===== src/tsst_ram.sv =====
// ============================================================================
// tsst_ram: generic simple dual-port RAM
// One write port and one read port; the read data is registered.
// ============================================================================
`default_nettype none

module tsst_ram #(
  parameter int WIDTH = 8,
  parameter int DEPTH = 16
) (
  input  wire logic                     clk,
  input  wire logic                     wr_en,
  input  wire logic [$clog2(DEPTH)-1:0] wr_addr,
  input  wire logic [WIDTH-1:0]         wr_data,
  input  wire logic [$clog2(DEPTH)-1:0] rd_addr,
  output logic      [WIDTH-1:0]         rd_data
);

  logic [WIDTH-1:0] mem [DEPTH];

  // Write and registered read.
  always_ff @(posedge clk) begin
    if (wr_en) begin
      mem[wr_addr] <= wr_data;
    end
    rd_data <= mem[rd_addr];
  end

endmodule

`default_nettype wire


===== config.mk =====
export PLATFORM = sky130hd
export DESIGN_NAME = tsst_ram
export DESIGN_NICKNAME = d
export VERILOG_FILES = /design/src/tsst_ram.sv
export SDC_FILE = /design/constraint.sdc
export NUM_CORES = 1
export LEC_CHECK = 0
export BUFFER_PORTS_ARGS = -buffer_cell sky130_fd_sc_hd__buf_2
export CAP_MARGIN = 20
export CORE_UTILIZATION = 65
export CTS_CLUSTER_SIZE = 10
export DETAILED_ROUTE_END_ITERATION = 12
export PLACE_DENSITY = 0.84
export SLEW_MARGIN = 20
export SYNTH_ARGS = -nofsm -noshare
export SYNTH_HDL_FRONTEND = slang
export SYNTH_SLANG_ARGS = --single-unit

===== constraint.sdc =====
create_clock -name clk -period 2.8 [get_ports clk]
set_input_delay 0.56 -clock clk [delete_from_list [all_inputs] [get_ports clk]]
set_output_delay 0.56 -clock clk [all_outputs]
set_load 0.005 [all_outputs]

==> flow_summary.json <==
{
  "status": "finished, final reports clean",
  "synth_edf_count": 128,
  "fmax_ghz": 0.584,
  "cts_tree": "yes",
  "dpl.cell_count": 361,
  "power_density_nw_per_um2": 792,
  "cap_violations": 0,
  "clock_sinks": 136,
  "gr-max-usage-layer": "met2",
  "areaGrowthSynthToFinish_pct": 17.7,
  "gr-total-overflow": 0,
  "yosys_warnings": 0,
  "synth_ff_type": "edfxtp_1",
  "drt_wl_total_um": 9990,
  "timing.final.max_slew_violations": 0,
  "ios": 26,
  "synth_commonest_cells": "edfxtp_1, mux4_2, a22oi_1",
  "die_x_um": 91.0,
  "place.gp.congestion": 0.828,
  "num_antenna_cells": 0,
  "layout.cells.non_filler": 393,
  "place.detailed.hpwl_um": 5980,
  "drt_iter0_drc": 274,
  "post_drt_wl_per_cell_um": 25.4,
  "ant_nets": 0,
  "clk_latency_ns": 0.50,
  "post_drt_via_cell_ratio": 6.48,
  "min_period_over_period_pct": 61.1,
  "crit_chain": "buf_2, or3b_2, nor2_1",
  "synth_top_cell_by_area": "edfxtp_1",
  "die_h_um": 91.0,
  "crit-reg2reg-launch": "mem[1][2]",
  "synth_top_area_share_pct": 74.7,
  "setup_viol": 0,
  "first_pass_iters": 5,
  "tightest_slew_ns": 0.811,
  "max-vdd-ir-drop_mv": 0.647,
  "rows": 32,
  "antenna_found_initial": 0,
  "cp_slowest_cell": "nor2_1",
  "synth_area_leaders": "edfxtp_1, mux4_2, mux4_1",
  "track_usage_pct": 27.0,
  "relSlewSlack_pct": 45.7,
  "ys_types": 19,
  "async_flop_share_pct": 0,
  "synth_most_common_cell": "edfxtp_1",
  "critPathBufInv": 1,
  "cts.clk_slew.worst_paths_ns": 0.06,
  "arrival_ns": 1.84,
  "grt.met1_usage_pct": 37.2,
  "h-tree-depth": 4,
  "ys_ff_latch": 136,
  "grt.met2_usage_pct": 42.2,
  "worstSetupEndpointType": "flop",
  "grt_pass1_wl_um": 15200,
  "critPathMaxStageDelay_ns": 0.64,
  "grt_use_met3_pct": 6.78,
  "synth_area_um2": 5150,
  "drcViolationCount": 0,
  "synth_fp_nets": 247,
  "io_buffers": 25,
  "clockBufferDepth": 2,
  "clock_tree.root_cell": "clkbuf_8",
  "final_net_count": 296,
  "vias": 2548,
  "ys_seq_area_share_pct": 77.8,
  "avgSynthCellArea_um2": 22.5,
  "period_needed_ns": 1.71,
  "cp_max_fo": 8,
  "finalClockSkew_ns": 0.00508,
  "final_layout_size_suffix_gt1_share_pct": 30.6,
  "cp.required_ns": 2.93,
  "p_leak_uw": 0.00208,
  "post-cts-setup-buffer-count": 0,
  "design.die.area_um2": 8280,
  "cts_resized": 0,
  "holdWs_ns": 0.451,
  "finish.instance_area_um2": 6060,
  "hp-start": "wr_data[4]",
  "grt_max_degree": 33,
  "core-area_um2": 7690,
  "rsz0062_at_grt": "no",
  "hold_viol": 0,
  "cpLargestDelayFamily": "simple AND/OR/NAND/NOR gates",
  "hold_path.class": "in2reg",
  "initial_core_util_pct": 67.0,
  "setup.worst_path.start": "wr_addr[2]",
  "synth_cells": 229,
  "startpoint_type": "input pin",
  "dpl_cell_area_um2": 5440,
  "grt_pass1_vias": 2628,
  "worstSetupPathType": "in2reg",
  "setup-tns-final_ns": 0,
  "numCtsBuffers": 17,
  "ctsHoldBuffers": 0,
  "final_util_pct": 78.8
}
[layout by cell type, fill, tap and decap left out]
cell type / netlist / routed
clkbuf_1: 0 / 1
nand2_1: 9 / 9
nand2b_1: 2 / 2
buf_12: 0 / 1
clkbuf_8: 0 / 3
clkinvlp_4: 0 / 1
nand3b_1: 2 / 2
nand3_1: 1 / 1
bufinv_16: 0 / 4
mux4_2: 18 / 18
a22oi_1: 16 / 16
clkbuf_16: 0 / 16
nor2_1: 13 / 13
buf_2: 3 / 25
inv_6: 0 / 1
clkinv_1: 0 / 1
nor3_1: 4 / 4
nor2b_1: 1 / 1
mux4_1: 14 / 14
clkinv_4: 0 / 2
and2b_1: 1 / 1
buf_4: 1 / 14
and2_1: 1 / 1
edfxtp_1: 128 / 128
dfxtp_1: 8 / 8
clkinv_2: 0 / 3
or3b_2: 1 / 1
[power breakdown]
group / switching, uW / internal [uW] / leakage, uW
combinational: 121 / 87.8 / 0.000555
clock: 805 / 1490 / 0.000303
sequential: 13.8 / 2280 / 0.00122
[path summary, 6_finish.rpt]
check	slack, ns	endpoint	cells past startpoint
max	1.09	mem[2][0]	3
min	0.45	mem[5][4]	1
max reg2reg	1.38	rd_data[2]	3
min reg2reg	0.68	rd_data[0]	3
[state kept, by name, summed over array words and instances (netlist names)]
register,count
mem,128
rd_data,8
[worst register-to-register path, stage by stage, from the launching register on]
cell      delay, ns
edfxtp_1       0.38
mux4_1         0.53
a22oi_1        0.32
nand2_1        0.08
[kinds of logic (layout without fill, tap and decap cells)]
group                  Yosys count  count (layout)  share of synthesized area, %
multiplexers                    32              32                          15.0
flip-flops                     136             136                          77.8
buffers and inverters           10              72                          1.68
AND/OR/NAND/NOR                 35              35                          3.18
AO/OA/AOI/OAI                   16              16                          2.33
[layout make-up]
type                            instances  area (um2)
Clock buffer                           20         445
Clock inverter                         12         173
Fill cell                             403        1630
Multi-Input combinational cell         83        1060
Sequential cell                       136        4000
Tap cell                              102         128
Timing Repair Buffer                   40         250
[per-stage QoR]
step | setup slack, ns | total power (uW)
6_report | 1.09 | 4790
5_1_grt | 1.06 | 4920
4_1_cts | 1.13 | 4810
3_5_place_dp | 0.554 | 2540
3_3_place_gp | 0.688 | 2530
2_1_floorplan | 0.747 | 2440
[routing by layer]
layer | part of all wire [%] | routed length, um | vias to the layer above
met5 | 0 | 0 | -
met4 | 2.4 | 235 | 0
met3 | 9.6 | 958 | 22
met2 | 50 | 5030 | 179
met1 | 38 | 3760 | 1277
li1 | - | - | 1070
(Power assumes the default switching activity.)
