**src/tsst_pkg.sv**
```systemverilog
// ============================================================================
// tsst_pkg: shared definitions for the two-scope symbol table
// Sizes, operation and status codes, the stored entry and the result record.
// ============================================================================
`default_nettype none

package tsst_pkg;

  // Table sizes and key width.
  localparam int CLASS_DEPTH = 64;
  localparam int SUB_DEPTH   = 64;
  localparam int KEY_BITS    = 32;

  // Keys arrive on 32-bit fields, so no more than 32 bits are ever kept.
  localparam int KEY_W     = (KEY_BITS < 32) ? KEY_BITS : 32;
  localparam int MAX_DEPTH = (CLASS_DEPTH > SUB_DEPTH) ? CLASS_DEPTH : SUB_DEPTH;
  localparam int CNT_W     = $clog2(MAX_DEPTH + 1);
  localparam int IDX_W     = $clog2(MAX_DEPTH);
  localparam int CLS_AW    = $clog2(CLASS_DEPTH);
  localparam int SUB_AW    = $clog2(SUB_DEPTH);

  // Operation codes.
  localparam logic [1:0] OP_DEFINE = 2'd0;
  localparam logic [1:0] OP_LOOKUP = 2'd1;
  localparam logic [1:0] OP_CLEAR  = 2'd2;

  // Result status codes.
  localparam logic [1:0] ST_OK   = 2'd0;
  localparam logic [1:0] ST_MISS = 2'd1;
  localparam logic [1:0] ST_FULL = 2'd2;

  // Symbol kinds; the two argument and local kinds have the upper bit set.
  localparam logic [1:0] KIND_ARG   = 2'd2;
  localparam logic [1:0] KIND_LOCAL = 2'd3;

  // One stored table entry.
  typedef struct packed {
    logic [1:0]       kind;
    logic [IDX_W-1:0] index;
    logic [KEY_W-1:0] ftype;
    logic [KEY_W-1:0] name;
  } entry_t;

  localparam int ENTRY_W = $bits(entry_t);

  // One result item as it leaves the controller.
  typedef struct packed {
    logic [1:0]  status;
    logic [1:0]  kind;
    logic [31:0] ftype;
    logic [5:0]  index;
    logic [1:0]  seg;
    logic [6:0]  count;
  } res_t;

endpackage

`default_nettype wire

```
**src/tsst_ctrl.sv**
```systemverilog
// ============================================================================
// tsst_ctrl: sequencer of the two-scope symbol table
// Executes defines and clears, and scans both scope memories for lookups.
// ============================================================================
`default_nettype none

module tsst_ctrl (
  input  wire logic                          clk,
  input  wire logic                          rst_n,
  // Input item
  input  wire logic                          in_valid,
  output logic                               in_ready,
  input  wire logic [1:0]                    in_op,
  input  wire logic [1:0]                    in_kind,
  input  wire logic [31:0]                   in_name,
  input  wire logic [31:0]                   in_type,
  // Result item
  output logic                               res_valid,
  input  wire logic                          res_ready,
  output tsst_pkg::res_t                     res,
  // Class scope memory
  output logic                               cls_we,
  output logic [tsst_pkg::CLS_AW-1:0]        cls_waddr,
  output tsst_pkg::entry_t                   cls_wdata,
  output logic [tsst_pkg::CLS_AW-1:0]        cls_raddr,
  input  wire tsst_pkg::entry_t              cls_rdata,
  // Subroutine scope memory
  output logic                               sub_we,
  output logic [tsst_pkg::SUB_AW-1:0]        sub_waddr,
  output tsst_pkg::entry_t                   sub_wdata,
  output logic [tsst_pkg::SUB_AW-1:0]        sub_raddr,
  input  wire tsst_pkg::entry_t              sub_rdata
);

  typedef enum logic [2:0] {
    S_IDLE,
    S_EXEC,
    S_SCAN_SUB,
    S_SCAN_CLS,
    S_RESULT
  } state_t;

  state_t                          state_r, state_nxt;
  logic [1:0]                      op_r, op_nxt;
  logic [1:0]                      kind_r, kind_nxt;
  logic [tsst_pkg::KEY_W-1:0]      key_r, key_nxt;
  logic [tsst_pkg::KEY_W-1:0]      type_r, type_nxt;
  logic [tsst_pkg::CNT_W-1:0]      cls_fill_r, cls_fill_nxt;
  logic [tsst_pkg::CNT_W-1:0]      sub_fill_r, sub_fill_nxt;
  logic [tsst_pkg::CNT_W-1:0]      cnt_r [4];
  logic [tsst_pkg::CNT_W-1:0]      cnt_nxt [4];
  logic [tsst_pkg::CNT_W-1:0]      idx_r, idx_nxt;
  logic                            pend_r, pend_nxt;
  tsst_pkg::res_t                  res_r, res_nxt;
  tsst_pkg::entry_t                new_entry;

  assign in_ready  = (state_r == S_IDLE);
  assign res_valid = (state_r == S_RESULT);

  // The count of the item's kind is taken from the counters after the step.
  always_comb begin
    res       = res_r;
    res.count = 7'(cnt_r[kind_r]);
  end

  // Entry written by a define; both memories are offered the same word.
  always_comb begin
    new_entry.kind  = kind_r;
    new_entry.index = tsst_pkg::IDX_W'(cnt_r[kind_r]);
    new_entry.ftype = type_r;
    new_entry.name  = key_r;
  end

  assign cls_wdata = new_entry;
  assign sub_wdata = new_entry;
  assign cls_waddr = cls_fill_r[tsst_pkg::CLS_AW-1:0];
  assign sub_waddr = sub_fill_r[tsst_pkg::SUB_AW-1:0];
  assign cls_raddr = idx_r[tsst_pkg::CLS_AW-1:0];
  assign sub_raddr = idx_r[tsst_pkg::SUB_AW-1:0];

  // Next-state logic.
  always_comb begin
    state_nxt    = state_r;
    op_nxt       = op_r;
    kind_nxt     = kind_r;
    key_nxt      = key_r;
    type_nxt     = type_r;
    cls_fill_nxt = cls_fill_r;
    sub_fill_nxt = sub_fill_r;
    cnt_nxt      = cnt_r;
    idx_nxt      = idx_r;
    pend_nxt     = pend_r;
    res_nxt      = res_r;
    cls_we       = 1'b0;
    sub_we       = 1'b0;

    case (state_r)
      S_IDLE: begin
        if (in_valid) begin
          op_nxt    = in_op;
          kind_nxt  = in_kind;
          key_nxt   = in_name[tsst_pkg::KEY_W-1:0];
          type_nxt  = in_type[tsst_pkg::KEY_W-1:0];
          state_nxt = S_EXEC;
        end
      end

      S_EXEC: begin
        res_nxt   = '0;
        state_nxt = S_RESULT;
        case (op_r)
          tsst_pkg::OP_DEFINE: begin
            if (!kind_r[1]) begin
              if (cls_fill_r == tsst_pkg::CNT_W'(tsst_pkg::CLASS_DEPTH)) begin
                res_nxt.status = tsst_pkg::ST_FULL;
              end else begin
                cls_we       = 1'b1;
                cls_fill_nxt = cls_fill_r + tsst_pkg::CNT_W'(1);
              end
            end else begin
              if (sub_fill_r == tsst_pkg::CNT_W'(tsst_pkg::SUB_DEPTH)) begin
                res_nxt.status = tsst_pkg::ST_FULL;
              end else begin
                sub_we       = 1'b1;
                sub_fill_nxt = sub_fill_r + tsst_pkg::CNT_W'(1);
              end
            end
            if (cls_we || sub_we) begin
              cnt_nxt[kind_r] = cnt_r[kind_r] + tsst_pkg::CNT_W'(1);
              res_nxt.status  = tsst_pkg::ST_OK;
              res_nxt.kind    = kind_r;
              res_nxt.ftype   = 32'(type_r);
              res_nxt.index   = 6'(cnt_r[kind_r]);
              res_nxt.seg     = kind_r;
            end
          end
          tsst_pkg::OP_LOOKUP: begin
            idx_nxt   = '0;
            pend_nxt  = 1'b0;
            state_nxt = S_SCAN_SUB;
          end
          tsst_pkg::OP_CLEAR: begin
            sub_fill_nxt                  = '0;
            cnt_nxt[tsst_pkg::KIND_ARG]   = '0;
            cnt_nxt[tsst_pkg::KIND_LOCAL] = '0;
          end
          default: begin
          end
        endcase
      end

      // One read issued and one entry compared per cycle, oldest first.
      S_SCAN_SUB: begin
        if (pend_r && (sub_rdata.name == key_r)) begin
          res_nxt.status = tsst_pkg::ST_OK;
          res_nxt.kind   = sub_rdata.kind;
          res_nxt.ftype  = 32'(sub_rdata.ftype);
          res_nxt.index  = 6'(sub_rdata.index);
          res_nxt.seg    = sub_rdata.kind;
          state_nxt      = S_RESULT;
        end else if (idx_r < sub_fill_r) begin
          idx_nxt  = idx_r + tsst_pkg::CNT_W'(1);
          pend_nxt = 1'b1;
        end else begin
          idx_nxt   = '0;
          pend_nxt  = 1'b0;
          state_nxt = S_SCAN_CLS;
        end
      end

      S_SCAN_CLS: begin
        if (pend_r && (cls_rdata.name == key_r)) begin
          res_nxt.status = tsst_pkg::ST_OK;
          res_nxt.kind   = cls_rdata.kind;
          res_nxt.ftype  = 32'(cls_rdata.ftype);
          res_nxt.index  = 6'(cls_rdata.index);
          res_nxt.seg    = cls_rdata.kind;
          state_nxt      = S_RESULT;
        end else if (idx_r < cls_fill_r) begin
          idx_nxt  = idx_r + tsst_pkg::CNT_W'(1);
          pend_nxt = 1'b1;
        end else begin
          pend_nxt       = 1'b0;
          res_nxt.status = tsst_pkg::ST_MISS;
          state_nxt      = S_RESULT;
        end
      end

      S_RESULT: begin
        if (res_ready) begin
          state_nxt = S_IDLE;
        end
      end

      default: begin
        state_nxt = S_IDLE;
      end
    endcase
  end

  // State, counters and registered result.
  always_ff @(posedge clk) begin
    if (!rst_n) begin
      state_r    <= S_IDLE;
      cls_fill_r <= '0;
      sub_fill_r <= '0;
      cnt_r      <= '{default: '0};
      pend_r     <= 1'b0;
    end else begin
      state_r    <= state_nxt;
      cls_fill_r <= cls_fill_nxt;
      sub_fill_r <= sub_fill_nxt;
      cnt_r      <= cnt_nxt;
      pend_r     <= pend_nxt;
    end
    op_r   <= op_nxt;
    kind_r <= kind_nxt;
    key_r  <= key_nxt;
    type_r <= type_nxt;
    idx_r  <= idx_nxt;
    res_r  <= res_nxt;
  end

  // The class scope holds only static and field entries.
  a_cls_fill_sum: assert property (@(posedge clk) disable iff (!rst_n)
    (state_r == S_IDLE) |->
      ((tsst_pkg::CNT_W + 1)'(cnt_r[0]) + (tsst_pkg::CNT_W + 1)'(cnt_r[1]))
        == (tsst_pkg::CNT_W + 1)'(cls_fill_r))
    else $error("class fill differs from static plus field counts");

  // The subroutine scope holds only argument and local entries.
  a_sub_fill_sum: assert property (@(posedge clk) disable iff (!rst_n)
    (state_r == S_IDLE) |->
      ((tsst_pkg::CNT_W + 1)'(cnt_r[2]) + (tsst_pkg::CNT_W + 1)'(cnt_r[3]))
        == (tsst_pkg::CNT_W + 1)'(sub_fill_r))
    else $error("subroutine fill differs from argument plus local counts");

  // An accepted item is executed in the following cycle.
  a_accept_exec: assert property (@(posedge clk) disable iff (!rst_n)
    (in_valid && in_ready) |=> (state_r == S_EXEC))
    else $error("accepted item not executed");

  // A result that is not taken stays offered and unchanged.
  a_res_hold: assert property (@(posedge clk) disable iff (!rst_n)
    (res_valid && !res_ready) |=> (res_valid && $stable(res_r)))
    else $error("result dropped or changed while waiting");

endmodule

`default_nettype wire

```
**config.mk**
```make
export PLATFORM = sky130hd
export DESIGN_NAME = tsst_ctrl
export DESIGN_NICKNAME = d
export VERILOG_FILES = /design/src/tsst_pkg.sv /design/src/tsst_ctrl.sv
export SDC_FILE = /design/constraint.sdc
export NUM_CORES = 1
export LEC_CHECK = 0
export ABC_AREA = 1
export BUFFER_PORTS_ARGS = -buffer_cell sky130_fd_sc_hd__buf_2
export CORE_AREA = 2 2 170 172
export DETAILED_ROUTE_END_ITERATION = 10
export DIE_AREA = 0 0 172 174
export MAX_ROUTING_LAYER = met4
export SLEW_MARGIN = 15
export SYNTH_ARGS = -nofsm -noshare
export SYNTH_HDL_FRONTEND = slang
export SYNTH_SLANG_ARGS = --single-unit
```
**constraint.sdc**
```tcl
create_clock -name clk -period 3.6 [get_ports clk]
set_input_delay 0.18 -clock clk [delete_from_list [all_inputs] [get_ports clk]]
set_output_delay 0.18 -clock clk [all_outputs]
set_load 0.1 [all_outputs]
```
==> flow_summary.toml <==
[power_and_ir_drop]
power_density_nw_per_um2 = 1060
netSwitchingFraction_pct = 63.2
vdd.ir_drop.worst_mv = 0.593
power.combinational.fraction_pct = 61.6
power.share.sequential_pct = 24.1
switching_power_mw = 8.47
power_leakage_nw = 6.16
p_clk_share_pct = 14.3
p_int_mw = 4.92
fin_total_pwr_mw = 13.4

[finish]
final.fill_count = 2901
final_design_area_no_fill_um2 = 12600
multi_input_area_um2 = 3570
register_area_um2 = 4430
fin_nets = 1804
area.growth.synth_to_final_pct = 34.6
post_layout_nonfiller_instances = 1973
layout-drive-gt1-share_pct = 31.7

[status]
status = "completed"

[critical_path]
cp.required_ns = 3.67
worst_path_dominant_cell_family = "simple AND/OR/NAND/NOR gates"
r2r_end = "res[13]"
crit_path_dat_ns = 2.70
r2r_cells = 10
critical_path_cell_count = 10
endpoint_kind = "flip-flop"
sequence_of_cells_on_the_critical_path = "xnor2_1, nand2_1, nor2_1, nand2_1, nor2_1, nand2_1, nand2_1, o21ai_0, nor2_4, buf_4"
worst-setup-path-type = "flip-flop to flip-flop"
worst_path_largest_cell_delay_ns = 0.47
worst_setup_path_start_kind = "flip-flop"
r2r_slack_ns = 0.97
timing.critical_path.mode_cell = "sky130_fd_sc_hd__nand2_1"
critical_path.slowest_cell = "sky130_fd_sc_hd__edfxtp_1"
worst-path-max-fanout = 40
crit_buf_inv = 1
rr_startpoint = "key_r[18]"

[synth]
postSynthCellCount = 1158
synth.area.mux_share_pct = 0
number_of_enable_type_register_cells_in_the_synthesized_netlist = 117
synthesis.area_um2 = 9370
synth_largest_type_area_fraction_pct = 37.5
synth_largest_area_cell = "sky130_fd_sc_hd__edfxtp_1"
mappedNetlistNets = 1392
ys.flop_type = "sky130_fd_sc_hd__edfxtp_1"
dominant_combinational_cell_family_by_area_after_synthesis = "simple AND/OR/NAND/NOR gates"
synthXorXnorAreaFrac_pct = 2.71
synth.yosys.warnings = 0
async_reset_ff_share_pct = 0
synthTopCellsByArea = "sky130_fd_sc_hd__edfxtp_1, sky130_fd_sc_hd__nand2_1, sky130_fd_sc_hd__dfxtp_1"
synth-simple-area-share_pct = 24.3
synth_compound_gate_area_share_pct = 8.37
mean_post_synth_cell_area_um2 = 8.09
register_bit_count_reported_by_yosys = 163
yosys.area_share.adder_pct = 2.40
synth.lib_cells_used.distinct = 40
synth_seq_area_share_pct = 47.3

[grt]
grt_use_total_pct = 23.3
antenna_found_initial = 6
first_pass_grt_wire_length_um = 50800
via_count_of_the_first_global_routing_pass = 8748
grt_max_degree = 42
overflow_after_grt = 0

[min_path]
min_delay_worst_endpoint = "res[12]"
worstHoldPathCells = 3
min_path_type = "input port to flip-flop"
hold_start = "sub_rdata[67]"

[timing]
final.period_utilization_pct = 73.2
slew_headroom_pct = 49.3
timing_worst_slew_pin_value_ns = 0.758
setup_violations_final = 0
fin_worst_skew_ns = 0.0194
final_hold_violations = 0
rsz_0062_raised_after_global_routing = "false"
minimum_clock_period_ns = 2.63
maxClockFrequency_mhz = 380
drv_slew = 0
fin_tns_setup_ns = 0

[die]
fp.dieArea_um2 = 29900
core_region_area_um2 = 28200
io_pins = 439
initial_utilization_pct = 33.2
die_w_um = 172
site_rows = 62
die_height_um = 174

[detailed_routing]
dr.first_iter.drc_count = 813
vias_per_cell = 4.67
drt.antenna.violating_nets = 0
post-route-drc-count = 0
route.vias.total = 9211
drt-total-wl_um = 34500
drt_first_pass_iters = 5
routed_wire_length_per_instance_um = 17.5

[clock_tree]
cts_buf_count = 17
cts_tree = "built"
cts-htree-levels = 4
clk_path_buf_depth = 2
clock_pin_slew_worst_setup_and_hold_paths_ns = 0.08
clock_tree.root_cell = "sky130_fd_sc_hd__clkbuf_16"
clock-sinks = 163
clk_latency_ns = 0.43
post_cts.resized_instances = 0

[placed_design]
numPortBuffers = 438
gp_routability_congestion = 0.922
numPlacedInstances = 1867
placed_area_um2 = 11300
dp_hpwl_um = 27400

[run]
max_cap_viol_count = 0
power by group through the flow:
| stage | combinational (mW) | sequential (mW) | clock, mW |
|---|---|---|---|
| floorplan | 3.87 | 6.39 | 0 |
| global placement | 8.17 | 3.25 | 0 |
| detailed placement | 8.19 | 3.27 | 0 |
| CTS | 8.26 | 3.23 | 1.97 |
| global route | 8.57 | 3.30 | 2.03 |
| finish | 8.24 | 3.23 | 1.92 |
layer usage:
metal	track usage [%]	wire length (um)	vias up
li1	-	-	4489
met1	31.4	15700	4333
met2	35.7	16100	337
met3	3.69	1930	52
met4	7.81	805	0
met5	-	0	-
worst max path at each step:
| stage | from | endpoint | slack [ns] |
|---|---|---|---|
| 6_report | key_r[18] | res[13] | 0.97 |
| 4_1_cts | key_r[18] | res[18] | 0.97 |
| 3_5_place_dp | key_r[18] | res[12] | 0.99 |
| 3_3_place_gp | key_r[18] | res[12] | 1.02 |
| 2_1_floorplan | state_r[0] | key_r[0] | 0.06 |
| 5_1_grt | sub_fill_r[0] | cnt_r[6] | 0.68 |
per-stage QoR:
| step | hold slack, ns | worst slack (ns) | utilization, % |
|---|---|---|---|
| floorplan | 0.279 | 0.0609 | - |
| global placement | 0.357 | 1.02 | 40.1 |
| detailed placement | 0.358 | 0.986 | 40.1 |
| CTS | 0.0248 | 0.974 | 44.6 |
| global route | 0.0290 | 0.679 | 44.7 |
| finish | 0.0434 | 0.966 | 44.7 |
cells in the final DEF (no fill, tap or decap), types with 2 or more instances in the layout:
cell / instances
sky130_fd_sc_hd__nor2_1: 122
sky130_fd_sc_hd__nand3b_1: 4
sky130_fd_sc_hd__clkbuf_16: 17
sky130_fd_sc_hd__o21a_1: 2
sky130_fd_sc_hd__dlygate4sd3_1: 68
sky130_fd_sc_hd__nor3_1: 17
sky130_fd_sc_hd__and2_1: 2
sky130_fd_sc_hd__dfxtp_1: 46
sky130_fd_sc_hd__edfxtp_1: 117
sky130_fd_sc_hd__nand3_2: 2
sky130_fd_sc_hd__clkinv_8: 2
sky130_fd_sc_hd__ha_1: 18
sky130_fd_sc_hd__xor2_1: 12
sky130_fd_sc_hd__inv_2: 7
sky130_fd_sc_hd__xnor2_1: 17
sky130_fd_sc_hd__nor2_2: 4
sky130_fd_sc_hd__o21ai_0: 29
sky130_fd_sc_hd__o211ai_1: 8
sky130_fd_sc_hd__a22oi_1: 41
sky130_fd_sc_hd__buf_2: 438
sky130_fd_sc_hd__inv_8: 4
sky130_fd_sc_hd__a21oi_1: 38
sky130_fd_sc_hd__nand2_1: 327
sky130_fd_sc_hd__inv_1: 138
sky130_fd_sc_hd__nand3_1: 49
sky130_fd_sc_hd__diode_2: 6
sky130_fd_sc_hd__inv_6: 4
sky130_fd_sc_hd__nor4_1: 2
sky130_fd_sc_hd__clkinv_4: 2
sky130_fd_sc_hd__buf_4: 8
sky130_fd_sc_hd__nand4_1: 13
sky130_fd_sc_hd__nor3b_1: 3
sky130_fd_sc_hd__nor2_4: 4
state kept, by name (all words and copies together), names as in the netlist, 2 cells and up:
register / cells
cls_fill_r: 7
cnt_r: 28
idx_r: 7
key_r: 32
kind_r: 2
op_r: 2
res: 42
state_r: 3
sub_fill_r: 7
type_r: 32
worst register-to-register path: stages, from the launching register on:
cell	delay [ns]
sky130_fd_sc_hd__edfxtp_1	0.47
sky130_fd_sc_hd__xnor2_1	0.29
sky130_fd_sc_hd__nand2_1	0.09
sky130_fd_sc_hd__nor2_1	0.18
sky130_fd_sc_hd__nand2_1	0.09
sky130_fd_sc_hd__nor2_1	0.17
sky130_fd_sc_hd__nand2_1	0.11
sky130_fd_sc_hd__nand2_1	0.10
sky130_fd_sc_hd__o21ai_0	0.17
sky130_fd_sc_hd__nor2_4	0.11
sky130_fd_sc_hd__buf_4	0.46
Yosys cell counts, types with 7 or more instances:
| cell type | n |
|---|---|
| sky130_fd_sc_hd__xnor2_1 | 17 |
| sky130_fd_sc_hd__nand2_1 | 327 |
| sky130_fd_sc_hd__nor3_1 | 17 |
| sky130_fd_sc_hd__xor2_1 | 12 |
| sky130_fd_sc_hd__edfxtp_1 | 117 |
| sky130_fd_sc_hd__dfxtp_1 | 46 |
| sky130_fd_sc_hd__inv_2 | 7 |
| sky130_fd_sc_hd__o21ai_0 | 29 |
| sky130_fd_sc_hd__nand3_1 | 50 |
| sky130_fd_sc_hd__ha_1 | 18 |
| sky130_fd_sc_hd__buf_4 | 104 |
| sky130_fd_sc_hd__nor2_1 | 126 |
| sky130_fd_sc_hd__clkbuf_1 | 14 |
| sky130_fd_sc_hd__a21oi_1 | 39 |
| sky130_fd_sc_hd__a22oi_1 | 41 |
| sky130_fd_sc_hd__inv_1 | 138 |
| sky130_fd_sc_hd__nand4_1 | 13 |
| sky130_fd_sc_hd__o211ai_1 | 8 |
cells by family after synthesis:
family | Yosys count
AOI/OAI and AO/OA | 126
xor gates and xnor gates | 29
adders and majority gates | 18
buffers and inverters | 268
DFF | 163
and+or+nand+nor | 554
final cells by class:
type / count / share of cell area (%)
diodes: 6 / 0.119
clock buffers: 19 / 3.51
clock inverters: 13 / 1.27
inverters: 146 / 4.35
multi-input cells: 727 / 28.4
flip-flops and latches: 163 / 35.2
well taps: 384 / 3.81
repair buffers: 515 / 23.4
repair_timing:
action	in CTS	in global routing
endpoints found under the hold margin	68	0
setup buffers	0	0
hold buffers	68	0
Power figures use the tool's default switching activity.
